[src/rtl/core/bqeq_pkg.sv]
// shared types, constants and helpers of the biquad cascade equalizer
package bqeq_pkg;

    // parameter defaults
    localparam int DEF_BAND_COUNT         = 5;
    localparam int DEF_MAX_CHANNELS       = 2;
    localparam int DEF_SAMPLE_WIDTH       = 24;
    localparam int DEF_COEF_FRACTION_BITS = 28;

    // fixed widths
    localparam int COEFS_PER_BAND = 5;
    localparam int COEF_W         = 32;
    localparam int WORK_W         = 32;
    localparam int DELAY_W        = 48;
    localparam int ACC_W          = DELAY_W + 2;
    localparam int PROD_W         = COEF_W + WORK_W;
    localparam int PREAMP_FRAC    = 16;
    localparam int GAIN_W         = 17;
    localparam int CC_W           = 2;
    localparam int CFG_IDX_W      = 2;
    localparam int CFG_DATA_W     = 17;
    localparam int FIELD_BAND_W   = 3;
    localparam int FIELD_CIDX_W   = 3;

    // configuration register indexes
    localparam logic [CFG_IDX_W-1:0] CFG_FILTER_ENABLE = 2'd0;
    localparam logic [CFG_IDX_W-1:0] CFG_CHANNEL_COUNT = 2'd1;
    localparam logic [CFG_IDX_W-1:0] CFG_PREAMP_GAIN   = 2'd2;

    localparam logic [CC_W-1:0]   CC_RESET   = 2'd1;
    localparam logic [GAIN_W-1:0] GAIN_RESET = 17'd65536;

    // operation codes of an input beat
    localparam logic OP_SAMPLE = 1'b0;
    localparam logic OP_COEF   = 1'b1;

    // coefficient slots within a band
    localparam logic [FIELD_CIDX_W-1:0] COEF_B0 = 3'd0;
    localparam logic [FIELD_CIDX_W-1:0] COEF_B1 = 3'd1;
    localparam logic [FIELD_CIDX_W-1:0] COEF_B2 = 3'd2;
    localparam logic [FIELD_CIDX_W-1:0] COEF_A1 = 3'd3;
    localparam logic [FIELD_CIDX_W-1:0] COEF_A2 = 3'd4;

    // multiply step codes
    typedef logic [2:0] t_code;
    localparam t_code CMD_PRE = 3'd0;
    localparam t_code CMD_B0  = 3'd1;
    localparam t_code CMD_B1  = 3'd2;
    localparam t_code CMD_B2  = 3'd3;
    localparam t_code CMD_A1  = 3'd4;
    localparam t_code CMD_A2  = 3'd5;

    typedef struct packed {
        logic  take_sample;
        logic  take_coef;
        logic  issue;
        t_code code;
        logic  load_out;
    } t_cmd;

    typedef struct packed {
        logic filter_en;
        logic out_free;
    } t_stat;

    function automatic logic [FIELD_CIDX_W-1:0] code_slot(input t_code code);
        logic [FIELD_CIDX_W-1:0] slot;
        case (code)
            CMD_B1:  slot = COEF_B1;
            CMD_B2:  slot = COEF_B2;
            CMD_A1:  slot = COEF_A1;
            CMD_A2:  slot = COEF_A2;
            default: slot = COEF_B0;
        endcase
        return slot;
    endfunction

    function automatic logic signed [ACC_W-1:0] sat_acc(
        input logic signed [ACC_W-1:0] v,
        input int unsigned             bits
    );
        logic signed [ACC_W-1:0] hi;
        logic signed [ACC_W-1:0] lo;
        hi = (ACC_W'(1) << (bits - 1)) - ACC_W'(1);
        lo = ~hi;
        if (v > hi) begin
            return hi;
        end else if (v < lo) begin
            return lo;
        end
        return v;
    endfunction

endpackage

[src/rtl/core/bqeq_ctrl.sv]
// controller: sequences preamp and per-band multiply steps on the shared datapath
module bqeq_ctrl #(
    parameter int BAND_COUNT = bqeq_pkg::DEF_BAND_COUNT,
    parameter int BAND_W     = (BAND_COUNT > 1) ? $clog2(BAND_COUNT) : 1
) (
    input  logic            i_clk,
    input  logic            i_rst_n,
    input  logic            i_in_valid,
    input  logic            i_operation,
    input  bqeq_pkg::t_stat i_stat,
    output logic            o_in_ready,
    output bqeq_pkg::t_cmd  o_cmd,
    output logic [BAND_W-1:0] o_band
);

    localparam logic [2:0] S_IDLE  = 3'd0;
    localparam logic [2:0] S_PRE   = 3'd1;
    localparam logic [2:0] S_GAP   = 3'd2;
    localparam logic [2:0] S_RUN   = 3'd3;
    localparam logic [2:0] S_DRAIN = 3'd4;
    localparam logic [2:0] S_FIN   = 3'd5;

    localparam logic [BAND_W-1:0] LAST_BAND = BAND_W'(BAND_COUNT - 1);

    logic [2:0]            r_state;
    logic [2:0]            n_state;
    logic [BAND_W-1:0]     r_band;
    logic [BAND_W-1:0]     n_band;
    bqeq_pkg::t_code       r_code;
    bqeq_pkg::t_code       n_code;
    logic                  r_wait;
    logic                  n_wait;
    logic                  w_take;

    assign o_in_ready = (r_state == S_IDLE);
    assign w_take     = i_in_valid && o_in_ready;

    always_comb begin
        o_cmd.take_sample = w_take && (i_operation == bqeq_pkg::OP_SAMPLE);
        o_cmd.take_coef   = w_take && (i_operation == bqeq_pkg::OP_COEF);
        o_cmd.issue       = (r_state == S_PRE) || (r_state == S_RUN);
        o_cmd.code        = (r_state == S_PRE) ? bqeq_pkg::CMD_PRE : r_code;
        o_cmd.load_out    = (r_state == S_FIN) && i_stat.out_free;
    end
    assign o_band = r_band;

    always_comb begin
        n_state = r_state;
        n_band  = r_band;
        n_code  = r_code;
        n_wait  = r_wait;
        unique case (r_state)
            S_IDLE: begin
                if (o_cmd.take_sample) begin
                    n_state = i_stat.filter_en ? S_PRE : S_FIN;
                end
            end
            S_PRE: begin
                n_state = S_GAP;
                n_wait  = 1'b0;
                n_band  = '0;
                n_code  = bqeq_pkg::CMD_B0;
            end
            // hold until the preamp result has passed stage 1 and stage 2 into the accumulate
            S_GAP: begin
                n_wait = 1'b1;
                if (r_wait) begin
                    n_state = S_RUN;
                end
            end
            S_RUN: begin
                unique case (r_code)
                    bqeq_pkg::CMD_B0: n_code = bqeq_pkg::CMD_B1;
                    bqeq_pkg::CMD_B1: n_code = bqeq_pkg::CMD_B2;
                    bqeq_pkg::CMD_B2: n_code = bqeq_pkg::CMD_A1;
                    bqeq_pkg::CMD_A1: n_code = bqeq_pkg::CMD_A2;
                    default: begin
                        n_code = bqeq_pkg::CMD_B0;
                        if (r_band == LAST_BAND) begin
                            n_state = S_DRAIN;
                            n_wait  = 1'b0;
                        end else begin
                            n_band = BAND_W'(r_band + BAND_W'(1));
                        end
                    end
                endcase
            end
            S_DRAIN: begin
                n_wait = 1'b1;
                if (r_wait) begin
                    n_state = S_FIN;
                end
            end
            S_FIN: begin
                if (i_stat.out_free) begin
                    n_state = S_IDLE;
                end
            end
            default: n_state = S_IDLE;
        endcase
    end

    always_ff @(posedge i_clk) begin
        if (!i_rst_n) begin
            r_state <= S_IDLE;
            r_band  <= '0;
            r_code  <= bqeq_pkg::CMD_B0;
            r_wait  <= 1'b0;
        end else begin
            r_state <= n_state;
            r_band  <= n_band;
            r_code  <= n_code;
            r_wait  <= n_wait;
        end
    end

endmodule

[config.mk]
export PLATFORM = sky130hd
export DESIGN_NAME = bqeq_ctrl
export DESIGN_NICKNAME = d
export VERILOG_FILES = /design/src/rtl/core/bqeq_pkg.sv /design/src/rtl/core/bqeq_ctrl.sv
export SDC_FILE = /design/constraint.sdc
export NUM_CORES = 1
export LEC_CHECK = 0
export ABC_AREA = 1
export BUFFER_PORTS_ARGS = -buffer_cell sky130_fd_sc_hd__clkbuf_2
export CAP_MARGIN = 10
export CORE_MARGIN = 2
export CORE_UTILIZATION = 40
export CTS_CLUSTER_SIZE = 28
export DETAILED_ROUTE_END_ITERATION = 8
export PLACE_DENSITY_LB_ADDON = 0.08
export SYNTH_ARGS = -nofsm -noshare
export SYNTH_HDL_FRONTEND = slang
export SYNTH_SLANG_ARGS = --single-unit
[constraint.sdc]
create_clock -name i_clk -period 1.75 [get_ports i_clk]
set_clock_uncertainty 0.1 [all_clocks]
set_input_delay 0.0875 -clock i_clk [delete_from_list [all_inputs] [get_ports i_clk]]
set_output_delay 0.0875 -clock i_clk [all_outputs]
set_load 0.02 [all_outputs]
After elaboration in Yosys (flattened, before gate mapping)

Index checks and enable logic that the tools add are counted.

Bits in registers: 10
Input port bits: 6
Logic and storage cells: 53
Output and inout bits: 11

Multiplexer cells: 17
Reductions and logical operators: 13
Eq/ne operators: 17
Add/sub/neg operators: 1
Bitwise logic cells: 1

Operators by type and width:

| operator                                                              | count |
|---|---|
| 3-bit two-way mux                                                     | 10 |
| 3-bit one-hot mux with 6 select lines                                 | 1 |
| 3-bit by 2-bit equality test with 1-bit output, second input constant | 4 |
| 3-bit equality test, second input constant                            | 4 |
| 3-bit one-hot mux with 2 select lines                                 | 2 |
| 3-bit one-hot mux with 4 select lines                                 | 1 |
| 2-bit != test, second input constant                                  | 5 |
| 3-bit by 1-bit equality test with 1-bit output, second input constant | 2 |
| 3-bit AND reduction                                                   | 2 |
| 6-bit AND reduction                                                   | 1 |
| 1-bit logical AND                                                     | 4 |
| 2-bit by 1-bit != test with 1-bit output, second input constant       | 2 |
| 4-bit OR reduction                                                    | 1 |
| 3-bit by 1-bit adder with 3-bit output, second input constant         | 1 |
| 3-bit zero test                                                       | 1 |
| 1-bit one-hot mux with 3 select lines                                 | 1 |
| 3-bit nonzero test                                                    | 1 |
| 1-bit two-way mux                                                     | 2 |
| 2-bit nonzero test                                                    | 1 |
| 2-bit OR reduction                                                    | 1 |
| 1-bit logical OR                                                      | 1 |
| 1-bit NOT                                                             | 1 |

Depth between registers and ports, before layout

Gate-level depths: netlist of run 1.

Depth after elaboration: 5
Mapped depth: 10
Gate-level depth less buffers: 10

Least setup slack after synthesis of run 1

OpenSTA, ideal clock, no wires.

Path type: register -> register
Start point: reg r_band[0], in the netlist o_band[0]
End point: reg r_band[1], in the netlist o_band[1]
Period minus slack after synthesis: 1,409 ps
Arrival: 1,196 ps
Path slack: 341 ps
Data required time: 1,537 ps
Cell stages (with the launch flop): 9
Library setup time: 113 ps
Cells stage by stage: dfxtp_1 > inv_1 > ha_1 > nand2_1 > nand2_4 > nand2_2 > nand2_2 > o21ai_1 > nor2_1

Longest elaborated chain between the ends: 4
Elaborated cells between the ends (all ways): 7
Those cells by class: add/sub: 1; eq/ne: 2; mux: 3; reduce/logical: 1

Ends and longest elaborated chain:

| what                                   | RTL line         | RTL |
|---|---|---|
| from (decl)                            | bqeq_ctrl.sv:27  | `logic [BAND_W-1:0] r_band;` |
| from (signal assigned)                 | bqeq_ctrl.sv:111 | `r_band <= n_band;` |
| 3-bit by 1-bit adder with 3-bit output | bqeq_ctrl.sv:83  | `n_band = BAND_W'(r_band + BAND_W'(1));` |
| 3-bit two-way mux                      | bqeq_ctrl.sv:79  | `if (r_band == LAST_BAND) begin` |
| 3-bit two-way mux                      | bqeq_ctrl.sv:72  | `unique case (r_code)` |
| 3-bit one-hot mux with 2 select lines  | bqeq_ctrl.sv:52  | `unique case (r_state)` |

Parallel ways exist; a longest one is shown, timed or not. The select of a mux whose other input is x is not followed.
A chain may end at the register's enable or synchronous reset.

==> results of run 1 <==
[synthesized netlist by cell type]
| master | instances | area, um2 |
|---|---|---|
| xor2_1 | 1 | 8.760 |
| dfxtp_1 | 10 | 200.2 |
| nand2_2 | 8 | 50.05 |
| a21oi_1 | 8 | 40.04 |
| buf_4 | 1 | 7.510 |
| nor2_8 | 1 | 20.02 |
| o21ai_1 | 1 | 5.000 |
| nand3_1 | 10 | 50.05 |
| inv_2 | 2 | 7.510 |
| o21ai_0 | 2 | 10.01 |
| nand2_4 | 1 | 11.26 |
| nor2_4 | 1 | 11.26 |
| nand4_1 | 4 | 25.02 |
| or2_2 | 1 | 6.260 |
| nor2_2 | 1 | 6.260 |
| o211ai_1 | 1 | 7.510 |
| ha_1 | 2 | 25.02 |
| inv_1 | 16 | 60.06 |
| nor2_1 | 14 | 52.55 |
| o21ai_2 | 1 | 8.760 |
| nand2_1 | 30 | 112.6 |
[flip-flops by register name (all words and copies together), names as in the netlist]
signal	cells
r_wait	1
o_band	3
r_code	3
r_state	3
[layout make-up]
cell class,count,area [um2]
clock buffer,3,22.52
inverter,18,67.56
fill,183,837.1
sequential,10,201.4
multi-input combinational,87,450.4
tap,25,31.28
timing repair buffer,18,97.59
[where the power goes]
group          switching [mW]  internal [mW]
clock network          0.0779         0.0792
logic                   0.497          0.273
registers              0.0862          0.292
total                   0.661          0.645
[repair_timing]
action	in CTS	in global routing
gates resized for setup	0	1
hold endpoints to repair	1	0
hold buffers	1	0
endpoints found under the setup margin	0	1
[worst register-to-register path: stages (launching register included)]
cell	delay, ps
dfxtp_1	440
nand2_2	140
nor2_8	170
nand3_1	120
nand2_1	80
nor2_1	50
nand3_1	90
nand2_1	70
nor2_1	70
[through the flow]
stage | utilization | setup WS [ps] | total power [mW]
3_3_place_gp | 0.4901 | 290.7 | 1.149
5_1_grt | 0.5099 | 85.10 | 1.443
4_1_cts | 0.5092 | 105.0 | 1.311
3_5_place_dp | 0.4901 | 273.7 | 1.149
6_report | 0.5099 | 230.2 | 1.306
2_1_floorplan | - | 340.8 | 0.9678
[worst paths after layout]
kind,start,to,slack (ps),cells past startpoint
worst max-delay path,r_state[1],o_cmd[6],230,6
worst max register to register,r_state[1],r_state[1],360,8
worst min-delay path,i_operation,r_state[2],170,6
worst min register to register,o_band[0],o_band[0],400,2
[kinds of logic after synthesis]
kind of cell,count (synthesis)
xor+xnor,1
fa+ha+maj,2
buf+inv,19
flops,10
compound gates,13
simple gates,71
[layer usage]
layer	share of wire	wire, um	vias to the layer above	track usage
met4	0.011	18	0	0.1029
met3	0.052	82	2	0.04706
met1	0.51	801	338	0.2365
li1	-	-	405	-
met2	0.43	674	18	0.2194
met5	0	0	-	0
==> results.json, run 1 <==
{
  "final_cell_mix": "nand2_1, inv_1, clkbuf_2",
  "finalNetCount": 146,
  "clock_path_buffers": 2,
  "synth.avg_cell_area_um2": 6.256,
  "overflow": 0,
  "worstPathBufferInverterCount": 2,
  "worstPathArrival_ps": 1330,
  "drcViolationCount": 0,
  "wl_um": 1576,
  "synth-simple-area-share": 0.4759,
  "finalHoldWorstSlack_ps": 170.5,
  "gp_congestion": 0.8420,
  "status": "finished clean",
  "synth_xor_xnor_area_share": 0.01207,
  "viasPerCell": 4.739,
  "fmax_mhz": 658.0,
  "finalSetupTns_ps": 0,
  "final_common_cell": "nand2_1",
  "rsz0062_at_grt": "false",
  "synth_cell_type_count": 21,
  "syn-instance-count": 116,
  "num_antenna_cells": 0,
  "clk_latency_ps": 270,
  "cp_top_family": "simple AND/OR/NAND/NOR gates",
  "die-area_um2": 2171,
  "drtIter0Drc": 22,
  "die_x_um": 46.60,
  "wl_per_cell_um": 9.789,
  "std_cell_rows": 15,
  "ys_warn_count": 0,
  "drive_gt1_frac": 0.2721,
  "final.min_clock_period_ps": 1520,
  "h-tree-depth": 1,
  "clkTransAtPathRegs_ps": 60,
  "drv_cap": 0,
  "core_area_um2": 1708,
  "cts_tree": "done",
  "power_per_cell_area_nw_per_um2": 1499,
  "fin_area_um2": 870.8,
  "synth-seq-cells": 10,
  "synth_top_family_by_area": "simple AND/OR/NAND/NOR gates",
  "ios": 17,
  "cp-start-kind": "flip-flop",
  "syn_area_um2": 725.7,
  "detail-route-antenna-nets": 0,
  "crit_fanout": 6,
  "grt_pass1_wl_um": 2484,
  "post_cts_buffers": 0,
  "cp-end-kind": "primary output",
  "dp.cells": 157,
  "place_area_um2": 837.1,
  "finalMaxSlewViolations": 0,
  "ys_seq_area_frac": 0.2759,
  "worst_slew_pin_slew_ps": 224.4,
  "yosys.area_share.adder": 0.03448,
  "p_leak_nw": 0.4737,
  "cts-root-buf": "clkbuf_4",
  "finalHoldViolCount": 0,
  "synth_compound_gate_area_share": 0.09828,
  "irDropWorstVdd_mv": 0.6841,
  "grt_pass1_vias": 596,
  "antenna_found_initial": 0,
  "numCtsBuffers": 3,
  "port_buffers": 16,
  "synth_nets": 124,
  "path_class": "reg2out",
  "muxShareOfSynthArea": 0,
  "slew_headroom": 0.8502,
  "grt_max_degree": 9,
  "start_util": 0.4249,
  "drt_first_pass_iters": 4,
  "grt_use_total": 0.1677,
  "cp_cell_sequence": "inv_2 > nand2_2 > nor2_2 > nand2_1 > nor2_1 > clkbuf_2",
  "hpwl_um": 1270,
  "min_period_over_period": 0.8684,
  "crit_path_max_incr_delay_ps": 370,
  "setup_viol_count_final": 0,
  "cts.sinks": 10,
  "vias": 763,
  "layout.cells.non_filler": 161,
  "slowest_stage": "dfxtp_1",
  "crit_required_ps": 1560,
  "hp-class": "in2reg",
  "die_h_um": 46.60,
  "area_growth_syn_to_layout_pct": 20.00
}
Power figures use the tool's default switching activity.
==> run 2, diff against run 1 <==
--- a/config.mk
+++ b/config.mk
@@ -5,7 +5,6 @@
 export SDC_FILE = /design/constraint.sdc
 export NUM_CORES = 1
 export LEC_CHECK = 0
-export ABC_AREA = 1
 export BUFFER_PORTS_ARGS = -buffer_cell sky130_fd_sc_hd__clkbuf_2
 export CAP_MARGIN = 10
 export CORE_MARGIN = 2
==> constraint.sdc (replaced) <==
create_clock -name i_clk -period 1.29 [get_ports i_clk]
set_clock_uncertainty 0.1 [all_clocks]
set_input_delay 0.0645 -clock i_clk [delete_from_list [all_inputs] [get_ports i_clk]]
set_output_delay 0.0645 -clock i_clk [all_outputs]
set_load 0.02 [all_outputs]
==> run 2 against run 1 <==
The run now ends with setup timing left; first-iteration DRC count shrank 9.1%; hold slack lost 130 ps; via count grew 3.8%; cell area grew 40%; synthesized area shrank 2.2%; utilization grew 21 points; largest cell class unchanged.
==> results.json, run 2 <==
{
  "layout.cells.non_filler": 144,
  "cts.sinks": 10,
  "clock_path_buffers": 2,
  "p_switching_mw": 0.8537,
  "grt_use_total": 0.2099,
  "worst_slack_ps": -168.3,
  "wl_um": 2105,
  "grt-busiest-layer": "met2",
  "wl_per_cell_um": 14.62,
  "dp.cells": 135,
  "p_leak_nw": 0.4914,
  "power.internal_mw": 1.248,
  "viasPerCell": 5.500,
  "cts_tree": "done",
  "finalMaxSlewViolations": 0,
  "violations": "setup timing",
  "async_reset_ff_frac": 0,
  "crit_required_ps": 1130,
  "min_from": "i_stat[0]",
  "overflow": 0,
  "gr-usage-met2": 0.3417,
  "finalHoldWorstSlack_ps": 43.88,
  "synth_nets": 99,
  "status": "finished, violations left",
  "ys_top_cells_by_count": "dfxtp_1, nand2_1, nor2_1",
  "std_cell_rows": 15,
  "irDropWorstVdd_mv": 1.287,
  "synth_area_leaders": "dfxtp_1, nand2_1, mux2i_1",
  "yosys.area.top_type": "dfxtp_1",
  "hp-class": "in2reg",
  "rsz0062_at_grt": "true",
  "num_antenna_cells": 0,
  "use_met3": 0.07451,
  "synth-seq-cells": 10,
  "clkTransAtPathRegs_ps": 70,
  "ys_warn_count": 0,
  "area_growth_syn_to_layout_pct": 71.25,
  "crit_fanout": 8,
  "synth_top_area_frac": 0.2822,
  "utilization": 0.7193,
  "worstPathArrival_ps": 1290,
  "ios": 17,
  "drcViolationCount": 0,
  "drt_first_pass_iters": 4,
  "grt_pass1_wl_um": 3049,
  "h-tree-depth": 1,
  "r2r.worst_path.cells": 4,
  "cp-end-kind": "primary output",
  "slew_headroom": 0.8169,
  "finalNetCount": 136,
  "holdPathStages": 4,
  "synthFlopType": "dfxtp_1",
  "drtIter0Drc": 20,
  "path_class": "reg2out",
  "synth_edf_count": 0,
  "numCtsBuffers": 3,
  "die-area_um2": 2127,
  "antenna_found_initial": 0,
  "final_common_cell": "buf_4",
  "finalHoldViolCount": 0,
  "syn-instance-count": 91,
  "seq_area_um2": 222.7,
  "die_x_um": 46.12,
  "rr_endpoint": "r_state[2]",
  "clk_latency_ps": 270,
  "multi_input_area_um2": 614.3,
  "setup_viol_count_final": 13,
  "fmax_mhz": 685.8,
  "hpwl_um": 1316,
  "power_per_cell_area_nw_per_um2": 1730,
  "final_cell_mix": "buf_4, nand2_1, clkbuf_2",
  "synth_cell_type_count": 39,
  "pwr-share-seq": 0.226,
  "grtUsageMet1": 0.2506,
  "final.min_clock_period_ps": 1458,
  "vias": 792,
  "grt_pass1_vias": 711,
  "detail-route-antenna-nets": 0,
  "n_fill_cell": 135,
  "power_mw": 2.102,
  "gp_congestion": 0.7801,
  "min_period_over_period": 1.130,
  "core_area_um2": 1689,
  "drv_cap": 0,
  "port_buffers": 16,
  "worst_slew_pin_slew_ps": 274.6,
  "cp_cell_sequence": "buf_6 > nor3_4 > and3_4 > buf_8",
  "hold_end": "r_state[2]",
  "crit_path_max_incr_delay_ps": 380,
  "cts-root-buf": "clkbuf_4",
  "ys_seq_area_frac": 0.2822,
  "comb_power_share": 0.664,
  "drive_gt1_frac": 0.6063,
  "r2r_start": "r_state[1]",
  "switching_share": 0.4062,
  "clkPwrFrac": 0.110,
  "start_util": 0.4200,
  "grt_max_degree": 15,
  "synth.avg_cell_area_um2": 7.796,
  "cp-start-kind": "flip-flop",
  "slowest_stage": "dfxtp_4",
  "rrSetupSlack_ps": -140,
  "die_h_um": 46.12,
  "finalSetupTns_ps": -750.0,
  "syn_area_um2": 709.4
}
-- run 2: repair_timing --
action                     CTS  global route
hold endpoints to repair     0             0
cloned                       0             0
setup endpoints to repair   16            17
pin swaps                    6             9
setup buffers                4             2
gates resized for setup     30            22
hold buffers                 0             0
-- run 2: per-layer routing --
metal  up-vias  wire length [um]
met2        18              1142
met3         2                95
li1        400                 -
met1       372               853
met4         0                14
met5         -                 0
-- run 2: metrics by stage --
step | cell area [um2] | setup slack [ps]
6_report | 1215 | -168.3
5_1_grt | 1215 | -216.7
4_1_cts | 1127 | -137.7
3_5_place_dp | 968.4 | -115.9
3_3_place_gp | 968.4 | -94.60
2_1_floorplan | 767.0 | -74.03
-- run 2: kinds of logic (layout without fill, tap and decap cells) --
logic type | Yosys count | in the layout | share of synthesized area
flops | 10 | 10 | 0.2822
compound gates | 18 | 18 | 0.1834
simple gates | 47 | 47 | 0.3827
mux | 4 | 4 | 0.05820
fa+ha+maj | 2 | 2 | 0.03527
buf+inv | 10 | 46 | 0.05819
-- run 2: worst max path at each step --
stage | from | to | slack [ps] | cells after the start
2_1_floorplan | r_state[1] | o_cmd[1] | -70 | 4
3_3_place_gp | r_state[1] | r_state[2] | -90 | 4
3_5_place_dp | r_state[1] | r_state[2] | -120 | 5
4_1_cts | r_state[1] | r_state[2] | -140 | 4
5_1_grt | r_state[2] | o_cmd[5] | -220 | 4
6_report | r_state[2] | o_cmd[5] | -170 | 4
-- run 2: worst max-delay path: cells and delay by family, from the launching register on --
| family | cells | cell delay [ps] |
|---|---|---|
| AND/OR/NAND/NOR | 2 | 400 |
| flip-flops | 1 | 380 |
| buffers and inverters | 2 | 240 |
-- run 2: final cells by class --
class	count	area share
sequential	10	0.1833
timing repair buffer	38	0.2575
clock buffer	3	0.01854
tap	17	0.01751
clock inverter	1	0.003090
multi-input combinational	71	0.5057
inverter	4	0.01442
-- run 2: power by group through the flow --
stage | Clock (mW) | Combinational [mW] | Sequential [mW]
global placement | 0 | 0.950 | 0.446
global route | 0.263 | 1.49 | 0.484
finish | 0.231 | 1.40 | 0.475
CTS | 0.243 | 1.20 | 0.470
floorplan | 0 | 0.667 | 0.418
detailed placement | 0 | 0.965 | 0.447
==> run 3, diff against run 2 <==
--- a/config.mk
+++ b/config.mk
@@ -5,12 +5,13 @@
 export SDC_FILE = /design/constraint.sdc
 export NUM_CORES = 1
 export LEC_CHECK = 0
-export BUFFER_PORTS_ARGS = -buffer_cell sky130_fd_sc_hd__clkbuf_2
+export ABC_AREA = 1
 export CAP_MARGIN = 10
 export CORE_MARGIN = 2
 export CORE_UTILIZATION = 40
 export CTS_CLUSTER_SIZE = 28
 export DETAILED_ROUTE_END_ITERATION = 8
+export DONT_BUFFER_PORTS = 1
 export PLACE_DENSITY_LB_ADDON = 0.08
 export SYNTH_ARGS = -nofsm -noshare
 export SYNTH_HDL_FRONTEND = slang
==> run 3 against run 2 <==
The run still ends with setup timing left; die area is 2.1% higher; cell area is 12% higher; register-to-register slack hardly changed; routed wire length is 13% higher; clock power is 33% higher; flip-flop and latch count stayed put; cell count is 29% higher; first-iteration DRC count is 50% lower; via count is 15% higher; setup slack worse by 8.7 ps; hold slack better by 68 ps.
==> results.json, run 3 (same netlist as run 1, synthesis figures left out) <==
{
  "status": "finished, violations left",
  "violations": "setup timing",
  "num_antenna_cells": 0,
  "cp_cell_sequence": "inv_4 > buf_4 > nor2_4 > buf_6 > buf_4 > buf_8",
  "drtIter0Drc": 10,
  "utilization": 0.7956,
  "holdPathStages": 6,
  "place_area_um2": 907.1,
  "crit_required_ps": 1130,
  "fmax_mhz": 681.7,
  "drv_cap": 0,
  "pre_cts_ws_ps": -80.69,
  "clkPwrFrac": 0.107,
  "r2r_start": "r_state[0]",
  "vias": 911,
  "grt_pass1_wl_um": 3153,
  "numCtsBuffers": 3,
  "irDropWorstVdd_mv": 1.136,
  "power.internal_mw": 1.578,
  "min_from": "i_in_valid",
  "crit_path_max_incr_delay_ps": 370,
  "cp_top_family": "buffers and inverters",
  "viasPerCell": 4.898,
  "finalSetupTns_ps": -1897,
  "ios": 17,
  "port_buffers": 0,
  "h-tree-depth": 1,
  "die-area_um2": 2171,
  "finalHoldViolCount": 0,
  "p_leak_nw": 0.6561,
  "cp-end-kind": "primary output",
  "die_x_um": 46.60,
  "cts_tree": "done",
  "finalMaxSlewViolations": 0,
  "comb_power_share": 0.721,
  "core_area_um2": 1708,
  "rr_endpoint": "r_wait",
  "gp_congestion": 0.8146,
  "overflow": 0,
  "power_per_cell_area_nw_per_um2": 2129,
  "setup_viol_count_final": 17,
  "finalNetCount": 170,
  "pwr-share-seq": 0.173,
  "path_class": "reg2out",
  "drt_first_pass_iters": 4,
  "fin_area_um2": 1359,
  "final_common_cell": "buf_4",
  "cts.sinks": 10,
  "finalHoldWorstSlack_ps": 112.1,
  "std_cell_rows": 15,
  "worst_slack_ps": -176.9,
  "r2r.worst_path.cells": 9,
  "layout.cells.non_filler": 186,
  "dp.cells": 160,
  "drive_gt1_frac": 0.6398,
  "critPathMostFrequentCell": "buf_4",
  "worstPathArrival_ps": 1300,
  "worst_slew_pin_slew_ps": 240.6,
  "crit_fanout": 4,
  "grt_pass1_vias": 798,
  "drcViolationCount": 0,
  "clk_latency_ps": 280,
  "final_cell_mix": "buf_4, nand2_1, nand2_4, buf_6, inv_1",
  "cp-start-kind": "flip-flop",
  "antenna_found_initial": 0,
  "grt_max_degree": 8,
  "wl_um": 2374,
  "clkTransAtPathRegs_ps": 80,
  "area_growth_syn_to_layout_pct": 87.24,
  "clock_path_buffers": 2,
  "rrSetupSlack_ps": -140,
  "cts-root-buf": "clkbuf_4",
  "hold_end": "r_state[2]",
  "p_switching_mw": 1.316,
  "detail-route-antenna-nets": 0,
  "hpwl_um": 1341,
  "rsz0062_at_grt": "true",
  "slowest_stage": "dfxtp_4",
  "worstPathBufferInverterCount": 5,
  "grt_use_total": 0.2062,
  "start_util": 0.4249,
  "slew_headroom": 0.8394,
  "wl_per_cell_um": 12.76,
  "die_h_um": 46.60,
  "min_period_over_period": 1.137,
  "switching_share": 0.4547,
  "final.min_clock_period_ps": 1467,
  "hp-class": "in2reg",
  "power_mw": 2.893
}
-- run 3: cell count changes in the layout (fill, tap and decap cells not counted), sizes merged, moves of 3 or more --
cell    previous run  this run
mux2i              3         0
nand2             10        39
nand3              6        10
inv                4        18
nor2               7        17
buf               29        40
clkbuf            12         4
nor3               3         0
nand2b             3         0
nand4              1         4
a21oi              1         8
o211ai             4         1
nor2b              4         0
-- run 3: worst max path at each step --
| stage | from | to | depth (start not counted) | slack [ps] |
|---|---|---|---|---|
| 2_1_floorplan | r_state[0] | o_band[1] | 7 | -40 |
| 3_3_place_gp | r_state[0] | r_state[2] | 7 | -60 |
| 3_5_place_dp | r_state[0] | o_band[1] | 7 | -80 |
| 4_1_cts | r_state[0] | o_cmd[6] | 7 | -150 |
| 5_1_grt | r_state[2] | o_cmd[6] | 6 | -200 |
| 6_report | r_state[0] | o_cmd[4] | 6 | -180 |
-- run 3: repair_timing --
| action | CTS | global route |
|---|---|---|
| hold endpoints to repair | 10 | 0 |
| cloned | 0 | 0 |
| pin swaps | 7 | 32 |
| hold buffers | 2 | 0 |
| buffers inserted | 9 | 11 |
| gates resized for setup | 29 | 52 |
| setup endpoints to repair | 13 | 17 |
-- run 3: final cells by class --
class                   count  area (um2)
multi-input cells          87       613.1
well taps                  25       31.28
flip-flops and latches     10       222.7
clock buffers               4       36.28
inverters                  18       82.58
repair buffers             42       372.9
fillers                   122       349.1
-- run 3: worst register-to-register path, stage by stage, from the launching register on --
cell     delay (ps)
dfxtp_4         370
inv_4            40
buf_4           140
nor2_4          130
buf_6           110
buf_4           100
buf_8           120
nand3_2          80
nand2_2          70
a21oi_2          50
-- run 3: power groups by stage --
stage          clock network [mW]  logic, mW  registers [mW]
2_1_floorplan                   0      0.829           0.508
3_3_place_gp                    0       1.26           0.478
3_5_place_dp                    0       1.27           0.476
4_1_cts                     0.296       1.63           0.474
5_1_grt                     0.325       2.24           0.511
6_report                    0.308       2.09           0.499
-- run 3: metal layers --
layer	share of wire	wire, um	vias up	GRT usage
met3	0.042	99	10	0.03137
met5	0	0	-	0
li1	-	-	455	-
met4	0.027	63	0	0.08571
met1	0.38	904	417	0.2160
met2	0.55	1307	29	0.3972
